**config.mk**
```make
export PLATFORM = sky130hd
export DESIGN_NAME = piecewise_linear_interpolator
export DESIGN_NICKNAME = d
export VERILOG_FILES = /design/src/rtl/core/pli_pkg.sv /design/src/rtl/core/pli_table.sv /design/src/rtl/core/pli_muldiv.sv /design/src/rtl/core/piecewise_linear_interpolator.sv
export SDC_FILE = /design/constraint.sdc
export NUM_CORES = 2
export LEC_CHECK = 0
export BUFFER_PORTS_ARGS = -buffer_cell sky130_fd_sc_hd__buf_2
export CORE_ASPECT_RATIO = 1.4
export CORE_MARGIN = 2
export CORE_UTILIZATION = 60
export CTS_CLUSTER_SIZE = 24
export DETAILED_ROUTE_END_ITERATION = 8
export GPL_TIMING_DRIVEN = 0
export PLACE_DENSITY = 0.76
export SLEW_MARGIN = 20
export SYNTH_ARGS = -nofsm -noshare
export SYNTH_HDL_FRONTEND = slang
export SYNTH_SLANG_ARGS = --single-unit
```
**constraint.sdc**
```tcl
create_clock -name clk_i -period 15.1 [get_ports clk_i]
set_input_delay 3.02 -clock clk_i [delete_from_list [all_inputs] [get_ports clk_i]]
set_output_delay 3.02 -clock clk_i [all_outputs]
set_load 0.01 [all_outputs]
```
**src/rtl/core/pli_pkg.sv**
```systemverilog
// Package for the piecewise linear interpolator: sizes, codes and word types.
// Used by pli_table, pli_muldiv and piecewise_linear_interpolator; no dependencies.
package pli_pkg;

  localparam int unsigned MaxEntries = 64;
  localparam int unsigned IdxW       = $clog2(MaxEntries);
  localparam int unsigned ValW       = 16;
  localparam int unsigned CntW       = 7;

  // Opcodes of an input word.
  localparam logic OP_WRITE = 1'b0;
  localparam logic OP_QUERY = 1'b1;

  // Region codes of a result word.
  localparam logic [1:0] REGION_INSIDE = 2'd0;
  localparam logic [1:0] REGION_BELOW  = 2'd1;
  localparam logic [1:0] REGION_ABOVE  = 2'd2;

  // Reset value of the entry count register.
  localparam logic [CntW-1:0] CountReset = CntW'(2);

  typedef struct packed {
    logic                   opcode;
    logic [IdxW-1:0]        entry_index;
    logic signed [ValW-1:0] entry_x;
    logic signed [ValW-1:0] entry_y;
    logic signed [ValW-1:0] query_x;
  } in_t;

  typedef struct packed {
    logic signed [ValW-1:0] result_y;
    logic [1:0]             region;
  } out_t;

  // One breakpoint row of the table.
  typedef struct packed {
    logic signed [ValW-1:0] x;
    logic signed [ValW-1:0] y;
  } entry_t;

  // Write command into the table.
  typedef struct packed {
    logic            we;
    logic [IdxW-1:0] addr;
    entry_t          data;
  } tbl_wr_t;

  // Command to the multiply-divide unit: floor(t * a / d), t <= d, d > 0.
  typedef struct packed {
    logic            start;
    logic [ValW-1:0] t;
    logic [ValW-1:0] a;
    logic [ValW-1:0] d;
  } md_req_t;

  typedef struct packed {
    logic            done;
    logic [ValW-1:0] q;
  } md_rsp_t;

endpackage

```
**src/rtl/core/pli_table.sv**
```systemverilog
// Breakpoint table memory: one write port and one registered read port.
// Depends on pli_pkg.
module pli_table (
  input  logic                     clk_i,
  input  pli_pkg::tbl_wr_t         wr_i,
  input  logic [pli_pkg::IdxW-1:0] rd_addr_i,
  output pli_pkg::entry_t          rd_data_o
);
  import pli_pkg::*;

  entry_t mem [MaxEntries];
  entry_t rd_data_q;

  // Write one row when commanded.
  always_ff @(posedge clk_i) begin
    if (wr_i.we) begin
      mem[wr_i.addr] <= wr_i.data;
    end
  end

  // Registered read, every cycle.
  always_ff @(posedge clk_i) begin
    rd_data_q <= mem[rd_addr_i];
  end

  assign rd_data_o = rd_data_q;

endmodule

```
**src/rtl/core/pli_muldiv.sv**
```systemverilog
// Iterative multiply-divide unit: floor(t * a / d), one bit of a per cycle.
// Depends on pli_pkg.
module pli_muldiv (
  input  logic             clk_i,
  input  logic             rst_ni,
  input  pli_pkg::md_req_t req_i,
  output pli_pkg::md_rsp_t rsp_o
);
  import pli_pkg::*;

  localparam int unsigned StepW = $clog2(ValW);

  logic             busy_q, busy_d;
  logic             done_q, done_d;
  logic [StepW-1:0] step_q, step_d;
  logic [ValW-1:0]  t_q, t_d;
  logic [ValW-1:0]  a_q, a_d;
  logic [ValW-1:0]  d_q, d_d;
  logic [ValW-1:0]  r_q, r_d;
  logic [ValW-1:0]  q_q, q_d;

  logic [ValW+1:0]  r2;
  logic [ValW+1:0]  d1;
  logic [ValW+1:0]  d2;
  logic [1:0]       digit;
  logic [ValW+1:0]  r_next;

  // One step: shift the remainder, add t for a set bit of a, then take
  // out the divisor up to twice, since the sum stays below three divisors.
  always_comb begin
    r2 = {1'b0, r_q, 1'b0} + (a_q[ValW-1] ? {2'b00, t_q} : '0);
    d1 = {2'b00, d_q};
    d2 = {1'b0, d_q, 1'b0};
    if (r2 >= d2) begin
      r_next = r2 - d2;
      digit  = 2'd2;
    end else if (r2 >= d1) begin
      r_next = r2 - d1;
      digit  = 2'd1;
    end else begin
      r_next = r2;
      digit  = 2'd0;
    end
  end

  // Sequencing of the sixteen steps.
  always_comb begin
    busy_d = busy_q;
    done_d = 1'b0;
    step_d = step_q;
    t_d    = t_q;
    a_d    = a_q;
    d_d    = d_q;
    r_d    = r_q;
    q_d    = q_q;
    if (req_i.start) begin
      busy_d = 1'b1;
      step_d = '0;
      t_d    = req_i.t;
      a_d    = req_i.a;
      d_d    = req_i.d;
      r_d    = '0;
      q_d    = '0;
    end else if (busy_q) begin
      r_d    = r_next[ValW-1:0];
      q_d    = ValW'({q_q, 1'b0} + {{(ValW-1){1'b0}}, digit});
      a_d    = {a_q[ValW-2:0], 1'b0};
      step_d = step_q + StepW'(1);
      if (step_q == StepW'(ValW - 1)) begin
        busy_d = 1'b0;
        done_d = 1'b1;
      end
    end
  end

  always_ff @(posedge clk_i or negedge rst_ni) begin
    if (!rst_ni) begin
      busy_q <= 1'b0;
      done_q <= 1'b0;
      step_q <= '0;
    end else begin
      busy_q <= busy_d;
      done_q <= done_d;
      step_q <= step_d;
    end
  end

  always_ff @(posedge clk_i) begin
    t_q <= t_d;
    a_q <= a_d;
    d_q <= d_d;
    r_q <= r_d;
    q_q <= q_d;
  end

  assign rsp_o.done = done_q;
  assign rsp_o.q    = q_q;

  // The remainder stays below the divisor during the run.
  a_rem_below_div: assert property (@(posedge clk_i) disable iff (!rst_ni)
    busy_q && !$past(req_i.start) |-> r_q < d_q)
    else $error("remainder reached the divisor");

  // The done strobe follows the last step of a run.
  a_done_after_busy: assert property (@(posedge clk_i) disable iff (!rst_ni)
    done_q |-> !busy_q && $past(busy_q))
    else $error("done without a finished run");

  // A new command is only given to an idle unit.
  a_start_idle: assert property (@(posedge clk_i) disable iff (!rst_ni)
    req_i.start |-> !busy_q)
    else $error("start while the unit runs");

endmodule

```
**src/rtl/core/piecewise_linear_interpolator.sv**
```systemverilog
// Top level of the piecewise linear interpolator: sequencer over the table walk.
// Depends on pli_pkg, pli_table and pli_muldiv.
//
//   channel   ports                        direction  handshake
//   config    cfg_we_i, cfg_wdata_i        in         taken when cfg_we_i is high
//   command   start, busy, item_i          in         taken when start && !busy
//   result    done_o, result_o             out        one-cycle strobe on done_o
//
// A write word goes straight into the table; busy stays low. A query word reads
// the first and last rows (enough for a clamped answer), then walks the segments
// at one row a cycle, and an inner segment runs the bit-serial multiply-divide
// unit. The single table read port and the bit-serial divider bound the speed
// of a query. done_o comes in the cycle after the last step; the receiver cannot
// stall it. Reset sets the entry count to 2 and idles the sequencer; the table
// contents are kept as written.
module piecewise_linear_interpolator (
  input  logic                     clk_i,
  input  logic                     rst_ni,
  input  logic                     cfg_we_i,
  input  logic [pli_pkg::CntW-1:0] cfg_wdata_i,
  input  logic                     start,
  output logic                     busy,
  input  pli_pkg::in_t             item_i,
  output logic                     done_o,
  output pli_pkg::out_t            result_o
);
  import pli_pkg::*;

  localparam logic [2:0] S_IDLE  = 3'd0;
  localparam logic [2:0] S_FIRST = 3'd1;
  localparam logic [2:0] S_LAST  = 3'd2;
  localparam logic [2:0] S_WALK  = 3'd3;
  localparam logic [2:0] S_DIV   = 3'd4;

  localparam logic signed [ValW+1:0] SatHi = (ValW+2)'((1 << (ValW - 1)) - 1);
  localparam logic signed [ValW+1:0] SatLo = -SatHi - (ValW+2)'(1);

  logic [2:0]             state_q, state_d;
  logic [CntW-1:0]        count_q;
  logic [IdxW-1:0]        last_idx_q, last_idx_d;
  logic [IdxW-1:0]        idx_q, idx_d;
  logic signed [ValW-1:0] qx_q, qx_d;
  logic signed [ValW-1:0] prev_x_q, prev_x_d;
  logic signed [ValW-1:0] prev_y_q, prev_y_d;
  logic signed [ValW-1:0] last_y_q, last_y_d;
  logic                   neg_q, neg_d;
  logic                   done_q, done_d;
  out_t                   res_q, res_d;

  logic                   accept;
  logic [CntW-1:0]        count_eff;
  tbl_wr_t                tbl_wr;
  logic [IdxW-1:0]        rd_addr;
  entry_t                 rd_data;
  logic                   md_start;
  md_req_t                md_req;
  md_rsp_t                md_rsp;

  logic [ValW:0]          span;
  logic [ValW:0]          offs;
  logic [ValW:0]          dy;
  logic [ValW:0]          dy_abs;
  logic signed [ValW+1:0] sum;

  // Saturate an 18-bit sum into the result range.
  function automatic logic signed [ValW-1:0] sat(input logic signed [ValW+1:0] v);
    logic signed [ValW-1:0] r;
    if (v > SatHi) begin
      r = SatHi[ValW-1:0];
    end else if (v < SatLo) begin
      r = SatLo[ValW-1:0];
    end else begin
      r = v[ValW-1:0];
    end
    return r;
  endfunction

  assign busy   = (state_q != S_IDLE);
  assign accept = start && !busy;

  // Entry count register.
  always_ff @(posedge clk_i or negedge rst_ni) begin
    if (!rst_ni) begin
      count_q <= CountReset;
    end else if (cfg_we_i) begin
      count_q <= cfg_wdata_i;
    end
  end

  // Count in use, held between 2 and the table depth.
  always_comb begin
    if (count_q < CntW'(2)) begin
      count_eff = CntW'(2);
    end else if (count_q > CntW'(MaxEntries)) begin
      count_eff = CntW'(MaxEntries);
    end else begin
      count_eff = count_q;
    end
  end

  // Table writes come straight from an accepted write word.
  assign tbl_wr.we   = accept && (item_i.opcode == OP_WRITE);
  assign tbl_wr.addr = item_i.entry_index;
  assign tbl_wr.data = '{x: item_i.entry_x, y: item_i.entry_y};

  // Row read in each state, so that its data is there in the next one.
  always_comb begin
    case (state_q)
      S_IDLE:  rd_addr = '0;
      S_FIRST: rd_addr = last_idx_q;
      S_LAST:  rd_addr = IdxW'(1);
      S_WALK:  rd_addr = idx_q + IdxW'(1);
      default: rd_addr = '0;
    endcase
  end

  pli_table u_table (
    .clk_i     (clk_i),
    .wr_i      (tbl_wr),
    .rd_addr_i (rd_addr),
    .rd_data_o (rd_data)
  );

  // Segment terms between the previous row and the row just read.
  assign span   = {rd_data.x[ValW-1], rd_data.x} - {prev_x_q[ValW-1], prev_x_q};
  assign offs   = {qx_q[ValW-1], qx_q} - {prev_x_q[ValW-1], prev_x_q};
  assign dy     = {rd_data.y[ValW-1], rd_data.y} - {prev_y_q[ValW-1], prev_y_q};
  assign dy_abs = dy[ValW] ? (~dy + (ValW+1)'(1)) : dy;

  assign md_req.start = md_start;
  assign md_req.t     = offs[ValW-1:0];
  assign md_req.a     = dy_abs[ValW-1:0];
  assign md_req.d     = span[ValW-1:0];

  pli_muldiv u_muldiv (
    .clk_i  (clk_i),
    .rst_ni (rst_ni),
    .req_i  (md_req),
    .rsp_o  (md_rsp)
  );

  // Final value from the segment start and the scaled step.
  assign sum = neg_q
    ? {{2{prev_y_q[ValW-1]}}, prev_y_q} - $signed({2'b00, md_rsp.q})
    : {{2{prev_y_q[ValW-1]}}, prev_y_q} + $signed({2'b00, md_rsp.q});

  // Query sequencer.
  always_comb begin
    state_d    = state_q;
    last_idx_d = last_idx_q;
    idx_d      = idx_q;
    qx_d       = qx_q;
    prev_x_d   = prev_x_q;
    prev_y_d   = prev_y_q;
    last_y_d   = last_y_q;
    neg_d      = neg_q;
    done_d     = 1'b0;
    res_d      = res_q;
    md_start   = 1'b0;
    case (state_q)
      S_IDLE: begin
        if (accept && item_i.opcode == OP_QUERY) begin
          qx_d       = item_i.query_x;
          last_idx_d = IdxW'(count_eff - CntW'(1));
          state_d    = S_FIRST;
        end
      end
      S_FIRST: begin
        prev_x_d = rd_data.x;
        prev_y_d = rd_data.y;
        if (qx_q <= rd_data.x) begin
          done_d  = 1'b1;
          res_d   = '{result_y: rd_data.y, region: REGION_BELOW};
          state_d = S_IDLE;
        end else begin
          state_d = S_LAST;
        end
      end
      S_LAST: begin
        last_y_d = rd_data.y;
        idx_d    = IdxW'(1);
        if (qx_q >= rd_data.x) begin
          done_d  = 1'b1;
          res_d   = '{result_y: rd_data.y, region: REGION_ABOVE};
          state_d = S_IDLE;
        end else begin
          state_d = S_WALK;
        end
      end
      S_WALK: begin
        if (qx_q >= prev_x_q && qx_q <= rd_data.x) begin
          if (span == '0) begin
            done_d  = 1'b1;
            res_d   = '{result_y: prev_y_q, region: REGION_INSIDE};
            state_d = S_IDLE;
          end else begin
            md_start = 1'b1;
            neg_d    = dy[ValW];
            state_d  = S_DIV;
          end
        end else begin
          prev_x_d = rd_data.x;
          prev_y_d = rd_data.y;
          if (idx_q == last_idx_q) begin
            // Table not increasing: no segment holds x.
            done_d  = 1'b1;
            res_d   = '{result_y: last_y_q, region: REGION_INSIDE};
            state_d = S_IDLE;
          end else begin
            idx_d = idx_q + IdxW'(1);
          end
        end
      end
      S_DIV: begin
        if (md_rsp.done) begin
          done_d  = 1'b1;
          res_d   = '{result_y: sat(sum), region: REGION_INSIDE};
          state_d = S_IDLE;
        end
      end
      default: begin
        state_d = S_IDLE;
      end
    endcase
  end

  always_ff @(posedge clk_i or negedge rst_ni) begin
    if (!rst_ni) begin
      state_q <= S_IDLE;
      done_q  <= 1'b0;
    end else begin
      state_q <= state_d;
      done_q  <= done_d;
    end
  end

  always_ff @(posedge clk_i) begin
    last_idx_q <= last_idx_d;
    idx_q      <= idx_d;
    qx_q       <= qx_d;
    prev_x_q   <= prev_x_d;
    prev_y_q   <= prev_y_d;
    last_y_q   <= last_y_d;
    neg_q      <= neg_d;
    res_q      <= res_d;
  end

  assign done_o   = done_q;
  assign result_o = res_q;

  // A result word closes a query that kept the block busy.
  a_done_after_query: assert property (@(posedge clk_i) disable iff (!rst_ni)
    done_o |-> !busy && $past(busy))
    else $error("result word without a running query");

  // Result words never come in two consecutive cycles.
  a_done_single: assert property (@(posedge clk_i) disable iff (!rst_ni)
    done_o |=> !done_o)
    else $error("result strobe longer than one cycle");

  // The walk stays inside the rows in use.
  a_walk_bounds: assert property (@(posedge clk_i) disable iff (!rst_ni)
    state_q == S_WALK |-> idx_q != '0 && idx_q <= last_idx_q)
    else $error("walk index outside the table in use");

  // The divider is only awaited after it was started.
  a_div_started: assert property (@(posedge clk_i) disable iff (!rst_ni)
    state_q == S_DIV && $past(state_q) != S_DIV |-> $past(md_start))
    else $error("divide state entered without a start");

endmodule

```
==> results.py <==
metrics = {
    "place": {
        "pre_cts_ws_ns": 7.47,
        "gp_congestion": 1.11,
        "dp_hpwl_um": 176000,
        "io_buffers": 81,
    },
    "yosys": {
        "ys_top_cells_by_area": "edfxtp_1 70%, mux4_2 12%, nand2_1 2.5%",
        "synth_top_area_cell": "edfxtp_1",
        "synth_area_per_cell_um2": 17.5,
        "yosysMostFrequentCell": "edfxtp_1",
        "synth-edff-count": 2191,
        "synth_cell_types": 78,
        "synth_top_area_share_pct": 70.2,
        "yosys_warnings": 0,
        "synth-seq-area-share_pct": 72.0,
        "synth_common_cells": "2191 x edfxtp_1, 629 x nand2_1, 512 x mux4_2",
        "synth_seq_cells": 2272,
        "syn_area_mm2": 0.0938,
        "synthFlopType": "edfxtp_1",
        "synthArstFlopShare_pct": 0.748,
        "synthCells": 5349,
        "synth_nets": 5557,
    },
    "clock_network": {
        "cts_resized": 0,
        "post_cts_buffers": 0,
        "clk_latency_ns": 0.88,
        "htree_levels": 4,
        "root_buffer": "clkbuf_16",
        "path_clk_slew_ns": 0.06,
        "cts_tree": "yes",
        "hold_buffers": 0,
        "clockBufferDepth": 3,
        "cts.sinks": 2272,
        "cts_made_buffers": 198,
    },
    "floorplanning": {
        "die_w_um": 338,
        "boundaryPins": 86,
        "initial_core_util_pct": 60.5,
        "die-area_mm2": 0.160,
        "placementRows": 171,
        "die_h_um": 472,
        "coreArea_mm2": 0.155,
    },
    "critical_path": {
        "worstSetupStartpointType": "register",
        "cp_common_cell": "nor2_1",
        "worstSetupEndpointType": "register",
        "crit_slowest_cell": "o41ai_1",
        "critPathMaxFanout": 10,
        "rrSetupSlack_ns": 7.45,
        "criticalPathCategory": "reg -> reg",
        "reg2reg_depth": 29,
        "critPathArrivalTime_ns": 8.40,
        "max_stage_delay_ns": 0.89,
        "required_ns": 15.85,
    },
    "routing": {
        "drc": 0,
        "vias": 53700,
        "highest_layer": "met5",
        "dr_wl_met2_um": 132000,
        "vias_per_cell": 6.73,
        "wire_per_inst_um": 33.4,
        "dr.pass1.iters": 7,
        "initialDrtViolationCount": 6763,
        "wl_um": 266000,
        "dr_wl_met3_um": 27100,
        "m1WireLength_um": 84500,
        "ant_nets": 0,
    },
    "power_and_ir_drop": {
        "peakVddDrop_mv": 0.147,
        "total_power_mw": 18.9,
        "power.density_mw_per_mm2": 179,
        "p_int_mw": 12.5,
        "swShare_pct": 34.1,
        "p_sw_mw": 6.46,
        "combPwrFrac_pct": 33.2,
        "seqPwrFrac_pct": 39.0,
        "power_leakage_nw": 34.5,
        "p_clk_share_pct": 27.8,
    },
    "cells_and_area": {
        "nets": 5919,
        "seq_area_mm2": 0.0675,
        "syn_to_final_growth_pct": 12.9,
        "largest_reg_flops": 2048,
        "n_fill_cell": 9568,
        "multi_input_area_mm2": 0.0253,
        "regMostFlops": "u_table.mem",
        "final_layout_size_suffix_gt1_share_pct": 19.7,
    },
    "flow_run": {
        "drv_cap": 0,
    },
    "timing": {
        "min_period_ns": 7.65,
        "skew_ns": 0.0730,
        "worst_pin_slew_ns": 1.34,
        "slew_viol_final": 0,
        "fin_crit_sh_pct": 50.7,
        "max_freq_mhz": 131,
        "setup_viol": 0,
        "layout_setup_ws_ns": 7.45,
        "rsz0062_at_grt": "false",
        "final.setup.tns_ns": 0,
        "slew-limit-headroom_pct": 10.4,
        "hold_violations": 0,
    },
    "global_routing": {
        "overflow": 0,
        "grtUsageTotal_pct": 33.8,
        "grt_start_max_net_pins": 65,
        "antenna_found_initial": 18,
        "grt_pass1_wl_um": 380000,
        "grt_pass1_vias": 54000,
    },
    "worst_hold_path": {
        "hold_path_depth": 0,
        "hold_path_class": "reg -> reg",
    },
    "status": {
        "status": "complete, no violations",
    },
}
critical path: cells and delay by family (launching register included):
kind,cells,cell delay [ns]
AO/OA/AOI/OAI,6,2.18
XOR/XNOR,2,0.65
adder cells (fa/ha/maj),5,1.57
buffers and inverters,3,0.57
flip-flops,1,0.67
AND/OR/NAND/NOR,13,1.91
path summary, 6_finish.rpt:
| path | startpoint | end |
|---|---|---|
| worst min register to register | u_table.rd_data_o[27]$_DFF_P_ | prev_x_q[11]$_DFFE_PP_ |
| worst max-delay path | u_muldiv.a_q[15]$_DFFE_PP_ | u_muldiv.q_q[15]$_SDFFE_PP0P_ |
| min in group asynchronous | rst_ni | state_q[0]$_DFFE_PN0P_ |
| worst max register to register | u_muldiv.a_q[15]$_DFFE_PP_ | u_muldiv.q_q[15]$_SDFFE_PP0P_ |
| max in group asynchronous | rst_ni | count_q[1]$_DFFE_PN1P_ |
| worst min-delay path | u_table.rd_data_o[27]$_DFF_P_ | prev_x_q[11]$_DFFE_PP_ |
power groups by stage:
stage | Sequential [mW] | Clock (mW) | Combinational, mW
finish | 7.38 | 5.26 | 6.29
CTS | 7.38 | 5.27 | 6.16
floorplan | 7.45 | 0 | 4.04
detailed placement | 7.51 | 0 | 6.09
global route | 7.39 | 5.49 | 6.70
global placement | 7.52 | 0 | 5.98
layout by cell type, fill, tap and decap left out, types with 17 or more instances in the layout:
master	instances
clkinv_2	29
and2_1	22
nor3_1	65
nand3_1	118
a31oi_1	63
o21ai_0	87
nor2_1	132
a21oi_1	132
clkbuf_16	200
a311oi_1	71
edfxtp_1	2191
buf_12	52
buf_16	17
bufinv_16	27
a211oi_1	56
dfxtp_1	64
buf_4	36
clkbuf_1	211
xnor2_1	102
buf_1	28
o21a_1	20
clkinv_1	48
nor2_4	64
buf_2	107
nand2_1	629
inv_1	124
a21o_1	33
mux4_2	512
xor2_1	36
nor2b_1	19
nand2b_1	19
nand4_1	17
ha_1	135
and3_1	107
mux2i_1	23
through the flow:
step,util (%),instance area [um2],hold slack (ns),cells
after floorplan,-,93800,0.434,5349
after global placement,62.4,96800,0.446,7506
after detailed placement,63.8,99000,0.455,7584
after CTS,68.2,106000,0.472,7957
after global routing,68.2,106000,0.480,7961
final,68.3,106000,0.468,7970
metal layers:
metal  vias up  GRT usage, %
met4         8          23.5
met3       775          8.19
met1     27300          39.0
met2      3551          55.9
met5         -             0
li1      22000             -
cells by family (layout without fill, tap and decap cells):
family          Yosys count  count (layout)  synth area share [%]
flops                  2272            2272                  72.0
simple gates           1254            1254                  5.98
compound gates          587             587                  4.23
mux                     559             559                  12.9
buf+inv                 397             932                  1.70
fa+ha+maj               142             142                  1.95
xor+xnor                138             138                  1.29
other cells               0              10                     0
final cells by class:
cell class	count	area share, %
flip-flops and latches	2272	63.8
multi-input cells	2680	23.9
clock buffers	243	4.91
well taps	2076	2.45
repair buffers	162	1.99
clock inverters	130	1.46
plain buffers	270	1.06
inverters	127	0.453
diodes	10	0.0236
Note: power is estimated with default switching activity, not from simulation.
